<file path="config.mk">
export PLATFORM = sky130hd
export DESIGN_NAME = servo_slew_rate_limiter
export DESIGN_NICKNAME = d
export VERILOG_FILES = /design/src/hw/rtl/ssrl_pkg.sv /design/src/hw/rtl/servo_slew_rate_limiter.sv /design/src/hw/rtl/ssrl_div.sv
export VERILOG_INCLUDE_DIRS = /design/src /design/src/hw/rtl
export SDC_FILE = /design/constraint.sdc
export NUM_CORES = 2
export LEC_CHECK = 0
export BUFFER_PORTS_ARGS = -buffer_cell sky130_fd_sc_hd__buf_2
export CORE_MARGIN = 3
export CORE_UTILIZATION = 50
export CTS_CLUSTER_DIAMETER = 150
export DETAILED_ROUTE_END_ITERATION = 12
export PLACE_DENSITY = 0.7
export SLEW_MARGIN = 0
export SYNTH_ARGS = -nofsm -noshare
export SYNTH_HDL_FRONTEND = slang
export SYNTH_SLANG_ARGS = --single-unit
</file>
<file path="constraint.sdc">
create_clock -name clk -period 16.8 [get_ports clk]
set_clock_uncertainty 0.2 [all_clocks]
set_input_delay 3.36 -clock clk [delete_from_list [all_inputs] [get_ports clk]]
set_output_delay 3.36 -clock clk [all_outputs]
set_load 0.02 [all_outputs]
</file>
<file path="src/hw/rtl/servo_slew_rate_limiter_defines.svh">
// ----------------------------------------------------------------------------
// servo_slew_rate_limiter_defines
// assertion macros for the servo slew rate limiter
// ----------------------------------------------------------------------------
`ifndef SERVO_SLEW_RATE_LIMITER_DEFINES_SVH
`define SERVO_SLEW_RATE_LIMITER_DEFINES_SVH

// same-cycle implication, clocked on clk, off during reset
`define SSRL_ASSERT_IMPL(lbl, ante, cons, msg) \
  lbl: assert property (@(posedge clk) disable iff (!rst_n) (ante) |-> (cons)) \
    else $error(msg);

// next-cycle implication, clocked on clk, off during reset
`define SSRL_ASSERT_NEXT(lbl, ante, cons, msg) \
  lbl: assert property (@(posedge clk) disable iff (!rst_n) (ante) |=> (cons)) \
    else $error(msg);

`endif

</file>
<file path="src/hw/rtl/ssrl_pkg.sv">
// ----------------------------------------------------------------------------
// ssrl_pkg
// shared constants and types of the servo slew rate limiter
// ----------------------------------------------------------------------------
package ssrl_pkg;

  localparam int DATA_WIDTH_DEF = 16;
  localparam int ELAPSED_W      = 16;
  localparam int CFG_IDX_W      = 3;

  localparam int RST_CMD_MIN  = -127;
  localparam int RST_CMD_MAX  = 127;
  localparam int RST_PHYS_MIN = -3840;
  localparam int RST_PHYS_MAX = 3840;
  localparam int RST_SLEW     = 19200;

  localparam logic FUNC_WRITE = 1'b0;
  localparam logic FUNC_TICK  = 1'b1;

  typedef enum logic [CFG_IDX_W-1:0] {
    CFG_CMD_MIN  = 3'd0,
    CFG_CMD_MAX  = 3'd1,
    CFG_PHYS_MIN = 3'd2,
    CFG_PHYS_MAX = 3'd3,
    CFG_SLEW     = 3'd4
  } cfg_idx_t;

  typedef enum logic [6:0] {
    S_IDLE  = 7'b0000001,
    S_CLAMP = 7'b0000010,
    S_PREP  = 7'b0000100,
    S_MUL   = 7'b0001000,
    S_DIV   = 7'b0010000,
    S_TGT   = 7'b0100000,
    S_UPD   = 7'b1000000
  } state_t;

  typedef struct packed {
    logic busy;
    logic done;
  } div_stat_t;

endpackage

</file>
<file path="src/hw/rtl/servo_slew_rate_limiter.sv">
// ----------------------------------------------------------------------------
// servo_slew_rate_limiter: clamps commands, maps them to a target, slews position
// an accepted word passes the clamp, prep, mul, div, tgt and upd states in turn;
// the next word waits until upd loads the output; a stalled receiver holds upd
// reset: synchronous rst_n loads default ranges, zeroes command and position
// ----------------------------------------------------------------------------
`include "servo_slew_rate_limiter_defines.svh"

module servo_slew_rate_limiter import ssrl_pkg::*; #(
  parameter int DATA_WIDTH = DATA_WIDTH_DEF
) (
  input  logic                                       clk,
  input  logic                                       rst_n,
  input  logic                                       in_tvalid,
  output logic                                       in_tready,
  // command, elapsed
  input  logic [((DATA_WIDTH+ELAPSED_W+7)/8)*8-1:0]  in_tdata,
  // func
  input  logic                                       in_tuser,
  output logic                                       out_tvalid,
  input  logic                                       out_tready,
  // position, held_command, at_target
  output logic [((2*DATA_WIDTH+1+7)/8)*8-1:0]        out_tdata,
  input  logic                                       cfg_valid,
  output logic                                       cfg_ready,
  input  logic [CFG_IDX_W-1:0]                       cfg_index,
  input  logic [DATA_WIDTH-1:0]                      cfg_data
);

  localparam int W           = DATA_WIDTH;
  localparam int OUT_TDATA_W = ((2*W+1+7)/8)*8;
  localparam int MAG_W       = W + 1;
  localparam int Q_W         = 2*W + 1;
  localparam int MOP_W       = (MAG_W > ELAPSED_W) ? MAG_W : ELAPSED_W;
  localparam int PROD_W      = 2*MOP_W;
  localparam int T_W         = Q_W + 2;
  localparam int P_W         = W + 2;

  state_t                   state_r;
  logic                     func_r;
  logic signed [W-1:0]      cmd_in_r;
  logic [ELAPSED_W-1:0]     elapsed_r;

  logic signed [W-1:0]      cmin_r, cmax_r, pmin_r, pmax_r;
  logic [W-1:0]             slew_r;

  logic signed [W-1:0]      stored_r;
  logic signed [W-1:0]      pos_r;

  logic [MAG_W-1:0]         magd_r, magp_r, magc_r;
  logic                     neg_r;
  logic                     czero_r;
  logic signed [W-1:0]      target_r;
  logic [PROD_W-1:0]        prod_r;

  logic                     out_tvalid_r;
  logic [OUT_TDATA_W-1:0]   out_tdata_r;

  logic signed [MAG_W-1:0]  d_diff, p_diff, c_diff;
  logic [MOP_W-1:0]         mul_a, mul_b;
  logic [PROD_W-1:0]        mul_p;
  logic                     div_start;
  div_stat_t                div_stat;
  logic [Q_W-1:0]           quot;
  logic signed [T_W-1:0]    q_s, t_sum;
  logic signed [W-1:0]      t_sat;
  logic [W-1:0]             step;
  logic signed [P_W-1:0]    pos_e, tgt_e, pos_up, pos_dn;
  logic signed [W-1:0]      pos_nxt;
  logic                     upd_fire;
  logic                     in_fire;

  assign in_tready = (state_r == S_IDLE);
  assign in_fire   = in_tvalid && in_tready;
  assign cfg_ready = 1'b1;

  // signed range differences
  always_comb begin
    d_diff = MAG_W'(stored_r) - MAG_W'(cmin_r);
    p_diff = MAG_W'(pmax_r) - MAG_W'(pmin_r);
    c_diff = MAG_W'(cmax_r) - MAG_W'(cmin_r);
  end

  // shared multiplier
  always_comb begin
    if (state_r == S_MUL) begin
      mul_a = MOP_W'(magd_r);
      mul_b = MOP_W'(magp_r);
    end else begin
      mul_a = MOP_W'(elapsed_r);
      mul_b = MOP_W'(slew_r);
    end
    mul_p = mul_a * mul_b;
  end

  assign div_start = (state_r == S_MUL);

  ssrl_div #(
    .NUM_W (Q_W),
    .DEN_W (MAG_W)
  ) u_div (
    .clk      (clk),
    .rst_n    (rst_n),
    .start    (div_start),
    .dividend (mul_p[Q_W-1:0]),
    .divisor  (magc_r),
    .stat     (div_stat),
    .quotient (quot)
  );

  // target with saturation
  always_comb begin
    q_s   = T_W'(quot);
    t_sum = T_W'(pmin_r) + (neg_r ? -q_s : q_s);
    if (t_sum[T_W-1:W-1] == {(T_W-W+1){t_sum[T_W-1]}}) begin
      t_sat = t_sum[W-1:0];
    end else if (t_sum[T_W-1]) begin
      t_sat = {1'b1, {(W-1){1'b0}}};
    end else begin
      t_sat = {1'b0, {(W-1){1'b1}}};
    end
  end

  // slew step toward target on a tick; a write holds the position
  always_comb begin
    step   = prod_r[ELAPSED_W +: W];
    pos_e  = P_W'(pos_r);
    tgt_e  = P_W'(target_r);
    pos_up = pos_e + P_W'(step);
    pos_dn = pos_e - P_W'(step);
    pos_nxt = pos_r;
    if (func_r == FUNC_TICK) begin
      priority if (pos_r < target_r) begin
        pos_nxt = (pos_up > tgt_e) ? target_r : pos_up[W-1:0];
      end else if (pos_r > target_r) begin
        pos_nxt = (pos_dn < tgt_e) ? target_r : pos_dn[W-1:0];
      end else begin
        pos_nxt = pos_r;
      end
    end
  end

  assign upd_fire = (state_r == S_UPD) && (!out_tvalid_r || out_tready);

  // sequencer
  always_ff @(posedge clk) begin
    if (!rst_n) begin
      state_r <= S_IDLE;
    end else begin
      unique case (state_r)
        S_IDLE:  if (in_fire) state_r <= S_CLAMP;
        S_CLAMP: state_r <= S_PREP;
        S_PREP:  state_r <= S_MUL;
        S_MUL:   state_r <= S_DIV;
        S_DIV:   if (div_stat.done) state_r <= S_TGT;
        S_TGT:   state_r <= S_UPD;
        S_UPD:   if (upd_fire) state_r <= S_IDLE;
        default: state_r <= S_IDLE;
      endcase
    end
  end

  // configuration registers
  always_ff @(posedge clk) begin
    if (!rst_n) begin
      cmin_r <= W'(RST_CMD_MIN);
      cmax_r <= W'(RST_CMD_MAX);
      pmin_r <= W'(RST_PHYS_MIN);
      pmax_r <= W'(RST_PHYS_MAX);
      slew_r <= W'(RST_SLEW);
    end else if (cfg_valid && cfg_ready) begin
      unique case (cfg_idx_t'(cfg_index))
        CFG_CMD_MIN:  cmin_r <= cfg_data;
        CFG_CMD_MAX:  cmax_r <= cfg_data;
        CFG_PHYS_MIN: pmin_r <= cfg_data;
        CFG_PHYS_MAX: pmax_r <= cfg_data;
        CFG_SLEW:     slew_r <= cfg_data;
        default: ;
      endcase
    end
  end

  // servo state
  always_ff @(posedge clk) begin
    if (!rst_n) begin
      stored_r <= '0;
      pos_r    <= '0;
    end else begin
      if (state_r == S_CLAMP && func_r == FUNC_WRITE) begin
        priority if (cmd_in_r > cmax_r) begin
          stored_r <= cmax_r;
        end else if (cmd_in_r < cmin_r) begin
          stored_r <= cmin_r;
        end else begin
          stored_r <= cmd_in_r;
        end
      end
      if (upd_fire) begin
        pos_r <= pos_nxt;
      end
    end
  end

  // working registers
  always_ff @(posedge clk) begin
    if (in_fire) begin
      func_r    <= in_tuser;
      cmd_in_r  <= in_tdata[W-1:0];
      elapsed_r <= in_tdata[W +: ELAPSED_W];
    end
    if (state_r == S_PREP) begin
      magd_r  <= d_diff[MAG_W-1] ? MAG_W'(-d_diff) : MAG_W'(d_diff);
      magp_r  <= p_diff[MAG_W-1] ? MAG_W'(-p_diff) : MAG_W'(p_diff);
      magc_r  <= c_diff[MAG_W-1] ? MAG_W'(-c_diff) : MAG_W'(c_diff);
      neg_r   <= d_diff[MAG_W-1] ^ p_diff[MAG_W-1] ^ c_diff[MAG_W-1];
      czero_r <= (c_diff == '0);
    end
    if (state_r == S_TGT) begin
      target_r <= czero_r ? pmin_r : t_sat;
      prod_r   <= mul_p;
    end
  end

  // output register
  always_ff @(posedge clk) begin
    if (!rst_n) begin
      out_tvalid_r <= 1'b0;
    end else if (upd_fire) begin
      out_tvalid_r <= 1'b1;
    end else if (out_tready) begin
      out_tvalid_r <= 1'b0;
    end
  end

  always_ff @(posedge clk) begin
    if (upd_fire) begin
      out_tdata_r <= OUT_TDATA_W'({(pos_nxt == target_r), stored_r, pos_nxt});
    end
  end

  assign out_tvalid = out_tvalid_r;
  assign out_tdata  = out_tdata_r;

  `SSRL_ASSERT_IMPL(a_stored_in_range, (state_r == S_PREP && func_r == FUNC_WRITE && cmin_r <= cmax_r), (stored_r >= cmin_r && stored_r <= cmax_r), "stored command outside command range")
  `SSRL_ASSERT_NEXT(a_write_holds_pos, (upd_fire && func_r == FUNC_WRITE), (out_tdata[W-1:0] == $past(pos_r)), "write word moved the position")
  `SSRL_ASSERT_IMPL(a_div_done_in_div, (div_stat.done), (state_r == S_DIV), "divider finished outside divide state")

endmodule

</file>
<file path="src/hw/rtl/ssrl_div.sv">
// ----------------------------------------------------------------------------
// ssrl_div
// restoring unsigned divider, one quotient bit per cycle
// ----------------------------------------------------------------------------
module ssrl_div import ssrl_pkg::*; #(
  parameter int NUM_W = 2 * DATA_WIDTH_DEF + 1,
  parameter int DEN_W = DATA_WIDTH_DEF + 1
) (
  input  logic             clk,
  input  logic             rst_n,
  input  logic             start,
  input  logic [NUM_W-1:0] dividend,
  input  logic [DEN_W-1:0] divisor,
  output div_stat_t        stat,
  output logic [NUM_W-1:0] quotient
);

  localparam int CNT_W = $clog2(NUM_W + 1);

  logic             busy_r;
  logic             done_r;
  logic [CNT_W-1:0] cnt_r;
  logic [DEN_W-1:0] rem_r;
  logic [NUM_W-1:0] dq_r;
  logic [DEN_W-1:0] den_r;

  logic [DEN_W:0]   trial;
  logic [DEN_W:0]   trial_sub;
  logic             fits;

  always_comb begin
    trial     = {rem_r, dq_r[NUM_W-1]};
    trial_sub = trial - {1'b0, den_r};
    fits      = trial >= {1'b0, den_r};
  end

  always_ff @(posedge clk) begin
    if (!rst_n) begin
      busy_r <= 1'b0;
      done_r <= 1'b0;
      cnt_r  <= '0;
    end else begin
      done_r <= 1'b0;
      if (start) begin
        busy_r <= 1'b1;
        cnt_r  <= CNT_W'(NUM_W);
      end else if (busy_r) begin
        cnt_r <= cnt_r - CNT_W'(1);
        if (cnt_r == CNT_W'(1)) begin
          busy_r <= 1'b0;
          done_r <= 1'b1;
        end
      end
    end
  end

  always_ff @(posedge clk) begin
    if (start) begin
      rem_r <= '0;
      dq_r  <= dividend;
      den_r <= divisor;
    end else if (busy_r) begin
      rem_r <= fits ? trial_sub[DEN_W-1:0] : trial[DEN_W-1:0];
      dq_r  <= {dq_r[NUM_W-2:0], fits};
    end
  end

  assign stat.busy = busy_r;
  assign stat.done = done_r;
  assign quotient  = dq_r;

endmodule

</file>
Yosys cells after proc, flatten, opt, wreduce, memory -nomap -nowiden
Cells that the tools add are included.

storage, ports and cells
  flip-flop bits (word level) = 362
  memory bits (writable) = 0
  logic and storage cells = 120
  bits in latches = 0
  output and inout port bits = 43
  memory bits (read-only) = 0
  memories = 0

operators by class
  add/subtract/negate cells = 12
  divide/modulo/power cells = 0
  multiplexer cells = 31
  multipliers = 1
  reductions and logical operators = 17
  shift-type cells = 0
  $lt $le $gt $ge = 7
  bitwise gates (word level) = 5
  eq/ne operators = 17

operator list
  cell                                                            number
  16-bit 2-to-1 mux                                               13
  33-bit 2-to-1 mux                                               2
  17-bit 2-to-1 mux                                               3
  17-bit negation                                                 3
  16-bit by 16-bit subtractor with 17-bit output                  3
  7-bit one-hot mux with 7 select lines                           1
  16-bit by 35-bit adder with 35-bit output                       1
  35-bit 2-to-1 mux                                               1
  33-bit negation with 35-bit output                              1
  17-bit by 17-bit multiplier with 33-bit output                  1
  16-bit > comparator                                             2
  16-bit less-than comparator                                     2
  7-bit 2-to-1 mux                                                3
  19-bit equality test                                            1
  16-bit by 17-bit adder with 18-bit output                       1
  18-bit by 17-bit greater-or-equal comparator with 1-bit output  1
  18-bit by 16-bit > comparator with 1-bit output                 1
  18-bit by 16-bit less-than comparator with 1-bit output         1
  16-bit by 17-bit subtractor with 18-bit output                  1
  17-bit logical NOT                                              1
  17-bit subtractor                                               1
  16-bit equality test                                            1
  6-bit 2-to-1 mux                                                2
  2-bit AND reduction                                             5
  other kinds (25)                                                38

Depth between registers and ports, before layout
  word-level depth = 7
  gate-level depth with buffers = 33
  mapped depth without buffers = 29

Modules after synthesis
From an unflattened synthesis, not the netlist that was laid out.

second synthesis, totals
  cells, all modules = 3870
  area, all modules = 34207.8 sq um

by module, submodules not included
  module                   times used  cells an instance  area an instance (sq um)
  servo_slew_rate_limiter  1           3509               30181.4
  ssrl_div                 1           361                4026.4

Worst setup path before layout
No wires, ideal clock.

  path type = reg-to-reg
  start point = register state_r[6]
  end point = register u_div.dq_r[29] (netlist: u_div.quotient[29]) (data pin)
  clock period less this slack = 8.036 ns
  setup slack = 8.764 ns
  stages on the path, launching flop included = 34
  arrival = 7.576 ns
  cells stage by stage = dfxtp_1 -> nor3_1 -> nand4b_1 -> clkbuf_1 -> inv_1 -> clkbuf_1 -> clkbuf_1 -> nand2_1 -> nand2_1 -> clkbuf_1 -> nand2_1 -> fa_1 -> inv_1 -> fa_1 -> inv_1 -> fa_1 -> inv_1 -> fa_1 -> fa_1 -> inv_1 -> fa_1 -> inv_1 -> ha_1 -> a21o_1 -> a21oi_1 -> a21oi_1 -> o21a_1 -> o21a_1 -> a211o_1 -> a41oi_1 -> a21oi_1 -> a21oi_1 -> xnor2_1 -> mux2_2

on the way
  cells in the longest elaborated chain, start to end = 4
  elaborated cells between the ends (all ways) = 5
  those cells by class = 1 x mul; 1 x eq/ne; 3 x mux

ends and longest elaborated chain
  element                                           RTL line                        source
  from (decl)                                       servo_slew_rate_limiter.sv:39   state_t state_r;
  from (signal assigned)                            servo_slew_rate_limiter.sv:148  state_r <= S_IDLE;
  from (signal assigned)                            servo_slew_rate_limiter.sv:151  S_IDLE: if (in_fire) state_r <= S_CLAMP;
  from (signal assigned)                            servo_slew_rate_limiter.sv:152  S_CLAMP: state_r <= S_PREP;
  7-bit by 4-bit equality test with 1-bit output *  servo_slew_rate_limiter.sv:86   if (state_r == S_MUL) begin
  17-bit 2-to-1 mux                                 servo_slew_rate_limiter.sv:86
  17-bit by 17-bit multiplier with 33-bit output *  servo_slew_rate_limiter.sv:93   mul_p = mul_a * mul_b;
  via mul_p[29]                                     servo_slew_rate_limiter.sv:61   logic [PROD_W-1:0] mul_p;
  33-bit 2-to-1 mux *                               ssrl_div.sv:58                  if (start) begin
  to (signal assigned)                              ssrl_div.sv:60                  dq_r <= dividend;
  to (signal assigned)                              ssrl_div.sv:64                  dq_r <= {dq_r[NUM_W-2:0], fits};
  to (decl)                                         ssrl_div.sv:24                  logic [NUM_W-1:0] dq_r;

The timed path passes the listed nets; every way through them passes the cells marked *.
A chain may end at the register's enable or synchronous reset.

Worst setup path in the final report
Ends and elaborated chain as after synthesis.

==> flow_metrics.py <==
metrics = {
    "outcome": {
        "status": "completed",
    },
    "floorplan": {
        "die_area_um2": 70800,
        "start_util": 0.509,
        "pin_count": 100,
        "core_area_um2": 66500,
        "die_h_um": 266,
        "rows": 94,
        "die-width_um": 266,
    },
    "power": {
        "p_per_area_nw_per_um2": 121,
        "p_leak_nw": 16.1,
        "worst_ir_drop_vdd_mv": 0.142,
    },
    "timing": {
        "setup_viol": 0,
        "clock.fmax_mhz": 106,
        "rsz0062_at_grt": "no",
        "tightest_slew_ns": 1.22,
        "fin_crit_sh": 0.564,
        "final_max_slew_viol_count": 0,
        "slew_headroom": 0.188,
        "setup_tns_ns": 0,
        "fin_crit_ns": 9.48,
        "hold_viol_final": 0,
    },
    "global_routing": {
        "grt_pass1_vias": 27200,
        "track_usage": 0.273,
        "antenna_found_initial": 2,
        "grt_pass1_wl_um": 152000,
        "grt_max_degree": 84,
        "grt-ovfl-total": 0,
    },
    "synth": {
        "synthFlopType": "edfxtp_1",
        "syn-mean-instance-area_um2": 8.70,
        "synthXorXnorAreaFrac": 0.0555,
        "syn_area_um2": 33800,
        "synthSimpleGateAreaFrac": 0.173,
        "muxShareOfSynthArea": 0.0277,
        "synth_top_family_by_area": "adder cells",
        "synthCells": 3890,
        "ys_types": 93,
        "synthAdderAreaFrac": 0.256,
        "async_flop_share": 0,
        "yosysWarnings": 0,
        "synth-seq-cells": 346,
        "synth_area_leaders": "edfxtp_1 18%, fa_1 14%, ha_1 12%",
        "synth_compound_area_frac": 0.157,
        "synth_seq_area_share": 0.264,
        "synth_top_area_share": 0.178,
        "synth_edf_count": 201,
        "synth_top_cell_by_area": "edfxtp_1",
    },
    "cts": {
        "cts_sinks": 346,
        "clockBufferDepth": 3,
        "insertion_delay_ns": 0.59,
        "cts_setup_buffers": 0,
        "htreeDepth": 2,
        "cts_buffers": 41,
        "clockRootBuffer": "clkbuf_16",
        "cts_resized": 0,
        "clk_pin_slew_ns": 0.06,
        "hold_buffers": 0,
        "cts_tree": "done",
    },
    "routing": {
        "routed_wl_um": 98500,
        "drcViolationCount": 0,
        "postRouteAntennaNets": 0,
        "routedWlPerCell_um": 20.4,
        "vias": 28400,
        "firstDrtPassIters": 7,
        "viasPerCell": 5.90,
        "drtIter0Drc": 2533,
    },
    "worst_setup_path": {
        "critPathMaxFanout": 83,
        "slowest_delay_ns": 0.81,
        "slowest_stage": "buf_4",
        "path_class": "reg -> reg",
        "crit_top_cell": "fa_1",
        "cp.required_ns": 16.91,
        "cp-start-kind": "flop",
        "end_kind": "flop",
        "r2r_cells": 31,
        "crit_arrival_ns": 9.59,
    },
    "layout": {
        "diodes": 0,
        "final_common_cell": "nand2_1",
        "layout.nets": 4533,
        "drive_gt1_frac": 0.0615,
        "area_growth_pct": 7.70,
        "layout_common_cells": "579 x nand2_1, 440 x inv_1, 325 x ha_1",
        "stdcell_count": 4818,
    },
    "min_path": {
        "whs_path_depth": 0,
        "hp-class": "reg -> reg",
    },
    "place": {
        "place_inst": 4742,
        "port_buffers": 91,
        "hpwl_um": 78100,
        "gp_congestion": 0.978,
    },
    "run": {
        "max-cap-violations": 0,
    },
}
[layout make-up]
class,count,area (um^2)
clock buffers,57,1120
clock inverters,19,216
fillers,6052,30000
inverters,444,1670
multi-input cells,2964,22700
flip-flops and latches,346,8940
well taps,864,1080
repair buffers,124,703
[synthesized netlist by cell type (10+ instances only)]
| master | instances |
|---|---|
| nor4_1 | 20 |
| nand4_1 | 30 |
| nand2b_1 | 42 |
| o21bai_1 | 21 |
| clkbuf_1 | 125 |
| xor2_1 | 51 |
| o21ai_0 | 149 |
| mux2i_1 | 80 |
| nor2b_1 | 39 |
| or2_2 | 10 |
| nor3_1 | 59 |
| o21a_1 | 28 |
| and3_1 | 33 |
| a22oi_1 | 21 |
| xnor2_1 | 159 |
| nand2_1 | 579 |
| or3_1 | 33 |
| a211oi_1 | 32 |
| a31oi_1 | 29 |
| and2_1 | 16 |
| ha_1 | 325 |
| a21boi_0 | 11 |
| a211o_1 | 12 |
| o31ai_1 | 28 |
| a21oi_1 | 233 |
| nor2_1 | 310 |
| or4_1 | 13 |
| inv_1 | 442 |
| fa_1 | 230 |
| edfxtp_1 | 201 |
| a21o_1 | 75 |
| mux2_2 | 12 |
| a22o_1 | 18 |
| o211ai_1 | 39 |
| nand3_1 | 54 |
| o2111ai_1 | 10 |
| dfxtp_1 | 145 |
[final timing paths]
| path | from | endpoint | slack (ns) |
|---|---|---|---|
| setup / recovery | state_r[6] | u_div.quotient[29] | 7.32 |
| hold / removal | magc_r[4] | u_div.den_r[4] | 0.22 |
| setup reg to reg | state_r[6] | u_div.quotient[29] | 7.32 |
| hold reg to reg | magc_r[4] | u_div.den_r[4] | 0.22 |
[per-stage QoR]
step	setup slack [ns]	power, W	area, um^2	hold slack, ns	util
finish	7.32	0.00442	36400	0.217	0.548
floorplan	8.76	0.00273	33900	0.200	-
CTS	7.34	0.00441	36400	0.217	0.548
detailed placement	7.39	0.00351	35100	0.205	0.528
global placement	7.47	0.00348	35100	0.201	0.528
global route	6.84	0.00469	36400	0.220	0.548
[critical path, delay by kind of cell, from the launching register on]
kind / cells / cell delay (ns)
xor+xnor: 1 / 0.10
simple gates: 5 / 1.34
fa+ha+maj: 7 / 3.31
buf+inv: 8 / 1.82
compound gates: 9 / 1.78
flops: 1 / 0.33
mux: 1 / 0.27
[flip-flops by register name, summed over array words and instances (netlist names), 17 cells and up]
signal / cells
u_div.den_r: 17
magd_r: 17
magc_r: 17
out_tdata: 33
magp_r: 17
u_div.quotient: 33
u_div.rem_r: 17
[routing by layer]
metal | vias to the layer above | wire (um) | global-route usage
met1 | 13600 | 41700 | 0.365
met2 | 1108 | 44900 | 0.445
met3 | 242 | 7800 | 0.0489
met4 | 4 | 4050 | 0.103
li1 | 13400 | - | -
met5 | - | 15 | 0
[power breakdown]
part           internal [W]  total (W)  switching (W)
sequential          0.00102    0.00107      0.0000480
clock              0.000505   0.000889       0.000384
combinational      0.000920    0.00246        0.00154
total               0.00245    0.00442        0.00197
[logic make-up after synthesis]
kind of cell / after synthesis
AOI/OAI and AO/OA: 808
xor gates and xnor gates: 212
adders and majority gates: 555
buffers and inverters: 586
DFF: 346
muxes: 92
other: 2
and+or+nand+nor: 1289
(Power assumes the default switching activity.)
